==> config.mk <==
export PLATFORM = sky130hd
export DESIGN_NAME = online_crt_merger
export DESIGN_NICKNAME = d
export VERILOG_FILES = /design/src/hw/rtl/crtm_pkg.sv /design/src/hw/rtl/crtm_div.sv /design/src/hw/rtl/crtm_mulmod.sv /design/src/hw/rtl/crtm_dp.sv /design/src/hw/rtl/crtm_ctrl.sv /design/src/hw/rtl/online_crt_merger.sv
export SDC_FILE = /design/constraint.sdc
export NUM_CORES = 2
export LEC_CHECK = 0
export BUFFER_PORTS_ARGS = -buffer_cell sky130_fd_sc_hd__buf_2
export CORE_ASPECT_RATIO = 0.8
export CORE_UTILIZATION = 30
export DETAILED_ROUTE_END_ITERATION = 6
export SLEW_MARGIN = 20
export SYNTH_ARGS = -nofsm -noshare
export SYNTH_HDL_FRONTEND = slang
export SYNTH_SLANG_ARGS = --single-unit
==> constraint.sdc <==
create_clock -name clk -period 13.3 [get_ports clk]
set_clock_uncertainty 0.05 [all_clocks]
set_input_delay 1.995 -clock clk [delete_from_list [all_inputs] [get_ports clk]]
set_output_delay 1.995 -clock clk [all_outputs]
set_load 0.01 [all_outputs]
==> src/hw/rtl/crtm_pkg.sv <==
package crtm_pkg;

	localparam int unsigned WORD_BITS_DEF = 64;
	localparam int unsigned DW = 64;

	localparam logic [1:0] ST_MERGED = 2'd0;
	localparam logic [1:0] ST_ZERO_MOD = 2'd1;
	localparam logic [1:0] ST_NO_SOL = 2'd2;
	localparam logic [1:0] ST_OVERFLOW = 2'd3;

	typedef enum logic [3:0] {
		SP_RRED,
		SP_GCD,
		SP_QM,
		SP_RG,
		SP_AG,
		SP_LIM,
		SP_DIFF,
		SP_DMOD,
		SP_PG,
		SP_R0,
		SP_EUC,
		SP_SUPD,
		SP_K,
		SP_PQ,
		SP_PK
	} step_t;

	typedef struct packed {
		logic       load;
		logic       start;
		logic       commit;
		logic       emit;
		step_t      step;
		logic [1:0] code;
	} cmd_t;

	typedef struct packed {
		logic busy;
		logic m_zero;
		logic y_zero;
		logic mis;
		logic ovf;
		logic q_gt1;
	} stat_t;

	function automatic logic is_mul_step(step_t s);
		return (s == SP_SUPD) || (s == SP_K) || (s == SP_PQ) || (s == SP_PK);
	endfunction

endpackage

==> src/hw/rtl/crtm_div.sv <==
module crtm_div import crtm_pkg::*; (
	input  logic          clk,
	input  logic          arst_n,
	input  logic          start,
	input  logic [DW-1:0] dividend,
	input  logic [DW-1:0] divisor,
	output logic          busy,
	output logic [DW-1:0] quo,
	output logic [DW-1:0] rem
);
	localparam int unsigned CW = $clog2(DW + 1);

	logic [CW-1:0] cnt_q;
	logic [DW-1:0] rem_q;
	logic [DW-1:0] quo_q;
	logic [DW-1:0] dv_q;
	logic [DW:0]   trial;
	logic          fits;

	assign trial = {rem_q, quo_q[DW-1]};
	assign fits  = trial >= {1'b0, dv_q};

	always_ff @(posedge clk or negedge arst_n) begin
		if (!arst_n) begin
			cnt_q <= '0;
		end else if (start) begin
			cnt_q <= CW'(DW);
		end else if (cnt_q != '0) begin
			cnt_q <= cnt_q - 1'b1;
		end
	end

	// one quotient bit per cycle, restoring
	always_ff @(posedge clk) begin
		if (start) begin
			rem_q <= '0;
			quo_q <= dividend;
			dv_q  <= divisor;
		end else if (cnt_q != '0) begin
			rem_q <= fits ? DW'(trial - {1'b0, dv_q}) : trial[DW-1:0];
			quo_q <= {quo_q[DW-2:0], fits};
		end
	end

	assign busy = cnt_q != '0;
	assign quo  = quo_q;
	assign rem  = rem_q;
endmodule

==> src/hw/rtl/crtm_mulmod.sv <==
module crtm_mulmod import crtm_pkg::*; (
	input  logic          clk,
	input  logic          arst_n,
	input  logic          start,
	input  logic          plain,
	input  logic [DW-1:0] opa,
	input  logic [DW-1:0] opb,
	input  logic [DW-1:0] modv,
	output logic          busy,
	output logic [DW-1:0] prod
);
	logic          busy_q;
	logic          plain_q;
	logic [DW-1:0] acc_q;
	logic [DW-1:0] aa_q;
	logic [DW-1:0] bb_q;
	logic [DW-1:0] mm_q;
	logic [DW-1:0] acc_sum;
	logic [DW-1:0] aa_dbl;

	always_comb begin
		acc_sum = acc_q + aa_q;
		aa_dbl  = aa_q + aa_q;
		if (!plain_q) begin
			if (acc_sum >= mm_q) acc_sum = acc_sum - mm_q;
			if (aa_dbl >= mm_q) aa_dbl = aa_dbl - mm_q;
		end
	end

	always_ff @(posedge clk or negedge arst_n) begin
		if (!arst_n) begin
			busy_q <= 1'b0;
		end else if (start) begin
			busy_q <= 1'b1;
		end else if (bb_q == '0) begin
			busy_q <= 1'b0;
		end
	end

	// double and add, one multiplier bit per cycle
	always_ff @(posedge clk) begin
		if (start) begin
			acc_q   <= '0;
			aa_q    <= opa;
			bb_q    <= opb;
			mm_q    <= modv;
			plain_q <= plain;
		end else if (busy_q && bb_q != '0) begin
			if (bb_q[0]) acc_q <= acc_sum;
			aa_q <= aa_dbl;
			bb_q <= bb_q >> 1;
		end
	end

	assign busy = busy_q;
	assign prod = acc_q;
endmodule

==> src/hw/rtl/crtm_dp.sv <==
module crtm_dp import crtm_pkg::*; #(
	parameter int unsigned WORD_BITS = WORD_BITS_DEF
) (
	input  logic          clk,
	input  logic          arst_n,
	input  cmd_t          cmd,
	output stat_t         stat,
	input  logic          restart,
	input  logic [63:0]   modulus,
	input  logic [63:0]   remainder,
	output logic [1:0]    status,
	output logic [62:0]   period,
	output logic [62:0]   residue
);
	localparam logic [DW-1:0] LIMIT = DW'((65'd1 << (WORD_BITS - 1)) - 65'd1);

	logic [DW-1:0] p_q, a_q, m_q, r_q, t_q, x_q, y_q, g_q, qq_q, d_q, s0_q, s1_q;
	logic          rneg_q;
	logic [1:0]    status_q;
	logic [62:0]   period_q, residue_q;

	logic          div_start, mul_start, mul_plain, div_busy, mul_busy, ge;
	logic [DW-1:0] dn, dv, quo, rem, ma, mb, mm, prod, sdiff;

	assign ge = r_q >= a_q;

	always_comb begin
		dn = x_q;
		dv = y_q;
		ma = s1_q;
		mb = t_q;
		mm = qq_q;
		mul_plain = 1'b0;
		case (cmd.step)
			SP_RRED: begin dn = t_q;  dv = m_q; end
			SP_QM:   begin dn = m_q;  dv = g_q; end
			SP_RG:   begin dn = r_q;  dv = g_q; end
			SP_AG:   begin dn = a_q;  dv = g_q; end
			SP_LIM:  begin dn = LIMIT; dv = p_q; end
			SP_DIFF: begin dn = ge ? r_q - a_q : a_q - r_q; dv = g_q; end
			SP_DMOD: begin dn = t_q;  dv = qq_q; end
			SP_PG:   begin dn = p_q;  dv = g_q; end
			SP_R0:   begin dn = t_q;  dv = qq_q; end
			SP_K:    begin ma = d_q;  mb = s0_q; end
			SP_PQ:   begin ma = p_q;  mb = qq_q; mul_plain = 1'b1; end
			SP_PK:   begin ma = p_q;  mb = s1_q; mul_plain = 1'b1; end
			default: ;
		endcase
		div_start = cmd.start && !is_mul_step(cmd.step);
		mul_start = cmd.start && is_mul_step(cmd.step);
	end

	crtm_div u_div (
		.clk(clk), .arst_n(arst_n), .start(div_start), .dividend(dn), .divisor(dv),
		.busy(div_busy), .quo(quo), .rem(rem)
	);

	crtm_mulmod u_mul (
		.clk(clk), .arst_n(arst_n), .start(mul_start), .plain(mul_plain),
		.opa(ma), .opb(mb), .modv(mm), .busy(mul_busy), .prod(prod)
	);

	assign sdiff = (s0_q >= prod) ? s0_q - prod : s0_q + (qq_q - prod);

	always_ff @(posedge clk or negedge arst_n) begin
		if (!arst_n) begin
			p_q <= DW'(1);
			a_q <= '0;
		end else if (cmd.load && restart) begin
			p_q <= DW'(1);
			a_q <= '0;
		end else if (cmd.commit && cmd.step == SP_PK) begin
			p_q <= x_q;
			a_q <= a_q + prod;
		end
	end

	always_ff @(posedge clk) begin
		if (cmd.load) begin
			m_q    <= modulus[63] ? -modulus : modulus;
			t_q    <= remainder[63] ? -remainder : remainder;
			rneg_q <= remainder[63];
		end
		if (cmd.commit) begin
			case (cmd.step)
				SP_RRED: begin
					r_q <= (rneg_q && rem != '0) ? m_q - rem : rem;
					x_q <= p_q;
					y_q <= m_q;
				end
				SP_GCD: begin
					if (y_q == '0) begin
						g_q <= x_q;
					end else begin
						x_q <= y_q;
						y_q <= rem;
					end
				end
				SP_QM:   qq_q <= quo;
				SP_RG:   t_q <= rem;
				SP_DIFF: t_q <= quo;
				SP_DMOD: d_q <= (ge || rem == '0) ? rem : qq_q - rem;
				SP_PG:   t_q <= quo;
				SP_R0: begin
					x_q  <= rem;
					y_q  <= qq_q;
					s0_q <= DW'(1);
					s1_q <= '0;
				end
				SP_EUC: begin
					x_q <= y_q;
					y_q <= rem;
					t_q <= quo;
				end
				SP_SUPD: begin
					s0_q <= s1_q;
					s1_q <= sdiff;
				end
				SP_K:  s1_q <= prod;
				SP_PQ: x_q <= prod;
				default: ;
			endcase
		end
		if (cmd.emit) begin
			status_q  <= cmd.code;
			period_q  <= p_q[62:0];
			residue_q <= a_q[62:0];
		end
	end

	assign stat.busy   = div_busy || mul_busy;
	assign stat.m_zero = modulus == '0;
	assign stat.y_zero = y_q == '0;
	assign stat.mis    = rem != t_q;
	assign stat.ovf    = qq_q > quo;
	assign stat.q_gt1  = qq_q > DW'(1);

	assign status  = status_q;
	assign period  = period_q;
	assign residue = residue_q;
endmodule

==> src/hw/rtl/crtm_ctrl.sv <==
module crtm_ctrl import crtm_pkg::*; (
	input  logic  clk,
	input  logic  arst_n,
	input  logic  in_valid,
	output logic  in_stall,
	output logic  out_valid,
	input  logic  out_stall,
	input  stat_t stat,
	output cmd_t  cmd
);
	typedef enum logic [1:0] {S_IDLE, S_RUN, S_DONE} state_t;

	state_t     st_q;
	step_t      step_q;
	logic       ph_q;
	logic [1:0] code_q;
	logic       out_valid_q;
	logic       accept, emit, div_y0;

	assign accept = in_valid && st_q == S_IDLE;
	assign emit   = st_q == S_DONE && (!out_valid_q || !out_stall);
	// gcd or Euclid step with a zero divisor ends its loop
	assign div_y0 = (step_q == SP_GCD || step_q == SP_EUC) && stat.y_zero;

	always_comb begin
		cmd        = '0;
		cmd.step   = step_q;
		cmd.code   = code_q;
		cmd.load   = accept;
		cmd.emit   = emit;
		if (st_q == S_RUN) begin
			if (!ph_q) begin
				cmd.start  = !div_y0;
				cmd.commit = div_y0 && step_q == SP_GCD;
			end else begin
				cmd.commit = !stat.busy;
			end
		end
	end

	always_ff @(posedge clk or negedge arst_n) begin
		if (!arst_n) begin
			st_q        <= S_IDLE;
			step_q      <= SP_RRED;
			ph_q        <= 1'b0;
			code_q      <= ST_MERGED;
			out_valid_q <= 1'b0;
		end else begin
			out_valid_q <= emit ? 1'b1 : (out_stall && out_valid_q);
			case (st_q)
				S_IDLE: begin
					if (in_valid) begin
						step_q <= SP_RRED;
						ph_q   <= 1'b0;
						if (stat.m_zero) begin
							code_q <= ST_ZERO_MOD;
							st_q   <= S_DONE;
						end else begin
							st_q <= S_RUN;
						end
					end
				end
				S_RUN: begin
					if (!ph_q) begin
						if (div_y0) begin
							step_q <= (step_q == SP_GCD) ? SP_QM : SP_K;
						end else begin
							ph_q <= 1'b1;
						end
					end else if (!stat.busy) begin
						ph_q <= 1'b0;
						case (step_q)
							SP_AG: begin
								if (stat.mis) begin
									code_q <= ST_NO_SOL;
									st_q   <= S_DONE;
								end else begin
									step_q <= SP_LIM;
								end
							end
							SP_LIM: begin
								if (stat.ovf) begin
									code_q <= ST_OVERFLOW;
									st_q   <= S_DONE;
								end else if (!stat.q_gt1) begin
									code_q <= ST_MERGED;
									st_q   <= S_DONE;
								end else begin
									step_q <= SP_DIFF;
								end
							end
							SP_RRED: step_q <= SP_GCD;
							SP_GCD:  step_q <= SP_GCD;
							SP_QM:   step_q <= SP_RG;
							SP_RG:   step_q <= SP_AG;
							SP_DIFF: step_q <= SP_DMOD;
							SP_DMOD: step_q <= SP_PG;
							SP_PG:   step_q <= SP_R0;
							SP_R0:   step_q <= SP_EUC;
							SP_EUC:  step_q <= SP_SUPD;
							SP_SUPD: step_q <= SP_EUC;
							SP_K:    step_q <= SP_PQ;
							SP_PQ:   step_q <= SP_PK;
							SP_PK: begin
								code_q <= ST_MERGED;
								st_q   <= S_DONE;
							end
							default: st_q <= S_IDLE;
						endcase
					end
				end
				S_DONE: begin
					if (emit) st_q <= S_IDLE;
				end
				default: st_q <= S_IDLE;
			endcase
		end
	end

	assign in_stall  = st_q != S_IDLE;
	assign out_valid = out_valid_q;
endmodule

==> src/hw/rtl/online_crt_merger.sv <==
// Each item is a sequence of serial divisions and modular multiplies: the fixed steps, the gcd
// loop and the Euclid loop, each Euclid step being one division and one modular multiply.
// Throughput: one item at a time; the shared serial divider and multiplier set the rate.
// A zero modulus finishes straight from idle with status ST_ZERO_MOD.
// Reset (arst_n low, asynchronous) sets the internal period to 1 and residue to 0 and drops out_valid.
module online_crt_merger import crtm_pkg::*; #(
	parameter int unsigned WORD_BITS = WORD_BITS_DEF
) (
	input  logic        clk,
	input  logic        arst_n,
	input  logic        in_valid,
	output logic        in_stall,
	input  logic        restart,
	input  logic [63:0] modulus,
	input  logic [63:0] remainder,
	output logic        out_valid,
	input  logic        out_stall,
	output logic [1:0]  status,
	output logic [62:0] period,
	output logic [62:0] residue
);
	cmd_t  cmd;
	stat_t stat;

	crtm_ctrl u_ctrl (
		.clk(clk), .arst_n(arst_n), .in_valid(in_valid), .in_stall(in_stall),
		.out_valid(out_valid), .out_stall(out_stall), .stat(stat), .cmd(cmd)
	);

	crtm_dp #(.WORD_BITS(WORD_BITS)) u_dp (
		.clk(clk), .arst_n(arst_n), .cmd(cmd), .stat(stat), .restart(restart),
		.modulus(modulus), .remainder(remainder), .status(status),
		.period(period), .residue(residue)
	);
endmodule
==> key figures <==
Clock tree
  • CTS tree: yes
  • Reg clk slew, reported paths: 0.07 ns
  • Post-CTS sizing: 0
  • CTS root buf: clkbuf_16
  • Setup Fix Bufs, Post-CTS: 0
  • Total CTS buffers: 169
  • Clock Latency Late Sink: 0.91 ns
  • Maximum clock path buffer count: 4
  • Cts hold-fix bufs: 0
  • Htree depth: 4
  • Num Clock Sinks: 1364

Synth
  • #FFs+latches synth: 1364
  • Cells after synthesis: 12641
  • Syn Std Cell Area: 0.1089 mm²
  • Post-synth EDFFs: 1026
  • Post-Syn Area per Cell: 8.612 µm²
  • Post-synth top flop: edfxtp_1
  • Ranking of synthesized cells by area: edfxtp_1 28%, ha_1 8.8%, a21oi_1 5.2%
  • Synth unique cells: 93
  • Seq/Total Area, Yosys: 0.3519
  • Post-synth ARST share: 0.1070
  • Area share of the largest cell type after synthesis: 0.2830
  • Synth Net Count: 13612
  • Ys Warns: 0
  • Largest area contributor in the netlist: edfxtp_1

Route
  • Vias per cell: 6.144
  • # DRC: 129
  • Routed Antenna Nets: 0
  • DRT Pass-1 Iters: 7
  • Detailed-route via count: 107375
  • Wire per inst: 31.30 µm
  • Initial DRC count: 17437
  • Wirelength, routed: 547.0 mm

Worst setup path
  • Worst EP arrival: 9.34 ns
  • Slowest-stage cell, CP: xnor2_1
  • CP peak stage delay: 0.84 ns
  • Worst EP required: 13.97 ns
  • Critical path's top delay family: compound AO/OA/AOI/OAI gates
  • WS Path Type: flip-flop to flip-flop
  • Crit start category: flip-flop
  • CP Buf/Inv Count: 2
  • Worst path cell trace: ha_1, o21ai_0, nor4_1, nor2_1, a211oi_1, o2111ai_1, a2111o_1, a21oi_1, a41oi_1, xnor2_1, ha_1, a21oi_1, o21ai_0, or2_2, a211o_1, a221oi_4, buf_4, buf_4, mux2_2, nor2_1, a211oi_1
  • Crit path max fanout: 52
  • CP endpoint kind: flip-flop

GRT
  • Gr usage total: 0.2857
  • Initial antenna violation count: 49
  • Vias in the first global route: 96432
  • GRT overflow: 0
  • First-pass GRT wire length: 751.7 mm
  • Largest net degree at the start of global routing: 115

Placed design
  • Placer Congestion: 1.067
  • I/O Buffers: 262
  • Post-DP HPWL: 430.9 mm

STA
  • F_max: 0.1154 GHz
  • Hold slack: 0.4233 ns
  • Fin crit share: 0.6518
  • Worst-Margin Slew: 1.358 ns
  • RSZ-0062 raised after global routing: no
  • Min Tclk post-route: 8.669 ns
  • Final setup fails: 0
  • Setup TNS: 0 ns
  • Max Slew Vio Count: 0
  • Max_slew headroom: 0.09162
  • Final Hold Viols: 0

Finish
  • Most frequent cells in the layout: 1171 x nand2_1, 1128 x a21oi_1, 1026 x edfxtp_1, 877 x o21ai_0, 866 x inv_1
  • Layout cells sized above 1: 0.07797
  • Area Growth Syn to Fin: 11.60%
  • Commonest non-fill, non-tap cell in the layout: nand2_1
  • # nets final: 13463

Die
  • Top Ports: 263
  • Initial Utilization: 0.3019
  • CORE AREA: 0.3606 mm²
  • Row Count: 197
  • DIE AREA: 0.3653 mm²
  • Die Y: 540.8 µm
  • Die width: 675.5 µm

Power and ir drop
  • Pwr Density: 329.8 mW/mm²
  • Leak: 0.04884 µW
  • Max VDD drop: 0.0002415 V

Outcome
  • Status: finished, violations left
  • Failing checks: design-rule violations

Min path
  • Hold crit path type: flip-flop to flip-flop

Run
  • Max_cap viols: 0
==> cells by family (layout without fill, tap and decap cells) <==
kind of cell	count (synthesis)	after routing	synth area share
DFF	1364	1364	0.3519
muxes	162	162	0.01541
xor gates and xnor gates	766	766	0.06162
other	0	68	0
AOI/OAI and AO/OA	4422	4422	0.2650
adders and majority gates	838	838	0.1013
and+or+nand+nor	3384	3384	0.1460
buffers and inverters	1705	1697	0.05879
==> synthesized netlist by cell type, types with 45 or more instances <==
master and n:
nand2_1 1182, a21oi_1 1134, edfxtp_1 1026, o21ai_0 878, inv_1 869, clkbuf_1 777, nor2_1 772, ha_1 765
a21o_1 525, xnor2_1 420, xor2_1 346, nand3_1 293, a22oi_1 274, a211oi_1 266, nand4_1 236, nor3_1 229
dfxtp_1 192, a31oi_1 189, o22ai_1 166, dfrtp_1 145, o21bai_1 130, a222oi_1 129, nor4_1 119, mux2i_1 117
and2_1 108, a221o_1 95, nor2b_1 93, o31ai_1 92, and3_1 91, nand2b_1 76, fa_1 73, o21a_1 71
o211ai_1 57, buf_1 56, a221oi_1 55, mux2_2 45
==> through the flow <==
step	std cells	cell area, µm²	setup slack (ns)	util	total power (µW)
5_1_grt	17435	121400	4.219	0.3366	42000
6_report	17477	121500	4.631	0.3369	40070
3_3_place_gp	17096	115500	4.979	0.3202	33780
2_1_floorplan	12641	108900	4.414	-	24550
4_1_cts	17408	121200	4.891	0.3362	38950
3_5_place_dp	17096	115500	4.875	0.3202	33700
==> power by group <==
group	internal [µW]	leakage [µW]	total (µW)	switching (µW)
logic	9310	0.0335	26900	17600
clock network	2870	0.00279	5080	2220
registers	6000	0.0125	8100	2100
==> final timing paths <==
kind                                     from            endpoint  depth (start not counted)  slack, ns
min                               u_dp.x_q[1]         u_dp.g_q[1]                          0       0.42
max reg2reg                u_dp.u_mul.prod[2]  u_dp.u_mul.prod[4]                         21       4.63
max                        u_dp.u_mul.prod[2]  u_dp.u_mul.prod[4]                         21       4.63
min reg2reg                       u_dp.x_q[1]         u_dp.g_q[1]                          0       0.42
max in group asynchronous              arst_n    u_ctrl.step_q[0]                          2      10.46
min in group asynchronous              arst_n        u_dp.p_q[50]                          1       1.01
==> cell type report <==
| cell class | count | area, µm² |
|---|---|---|
| diodes | 68 | 170.2 |
| clock buffers | 227 | 4762 |
| clock inverters | 85 | 1025 |
| fillers | 37498 | 239100 |
| inverters | 872 | 3287 |
| multi-input cells | 9572 | 64730 |
| flip-flops and latches | 1364 | 38320 |
| well taps | 4776 | 5976 |
| repair buffers | 513 | 3232 |
==> routing by layer <==
metal  vias to the layer above  track usage  routed length [µm]
met4                        22       0.1669               38080
met1                     52173       0.3835              221100
met3                      1310      0.09104               68840
met5                         -            0                 158
met2                      7014       0.3987              218800
li1                      46856            -                   -
(Power assumes the default switching activity.)
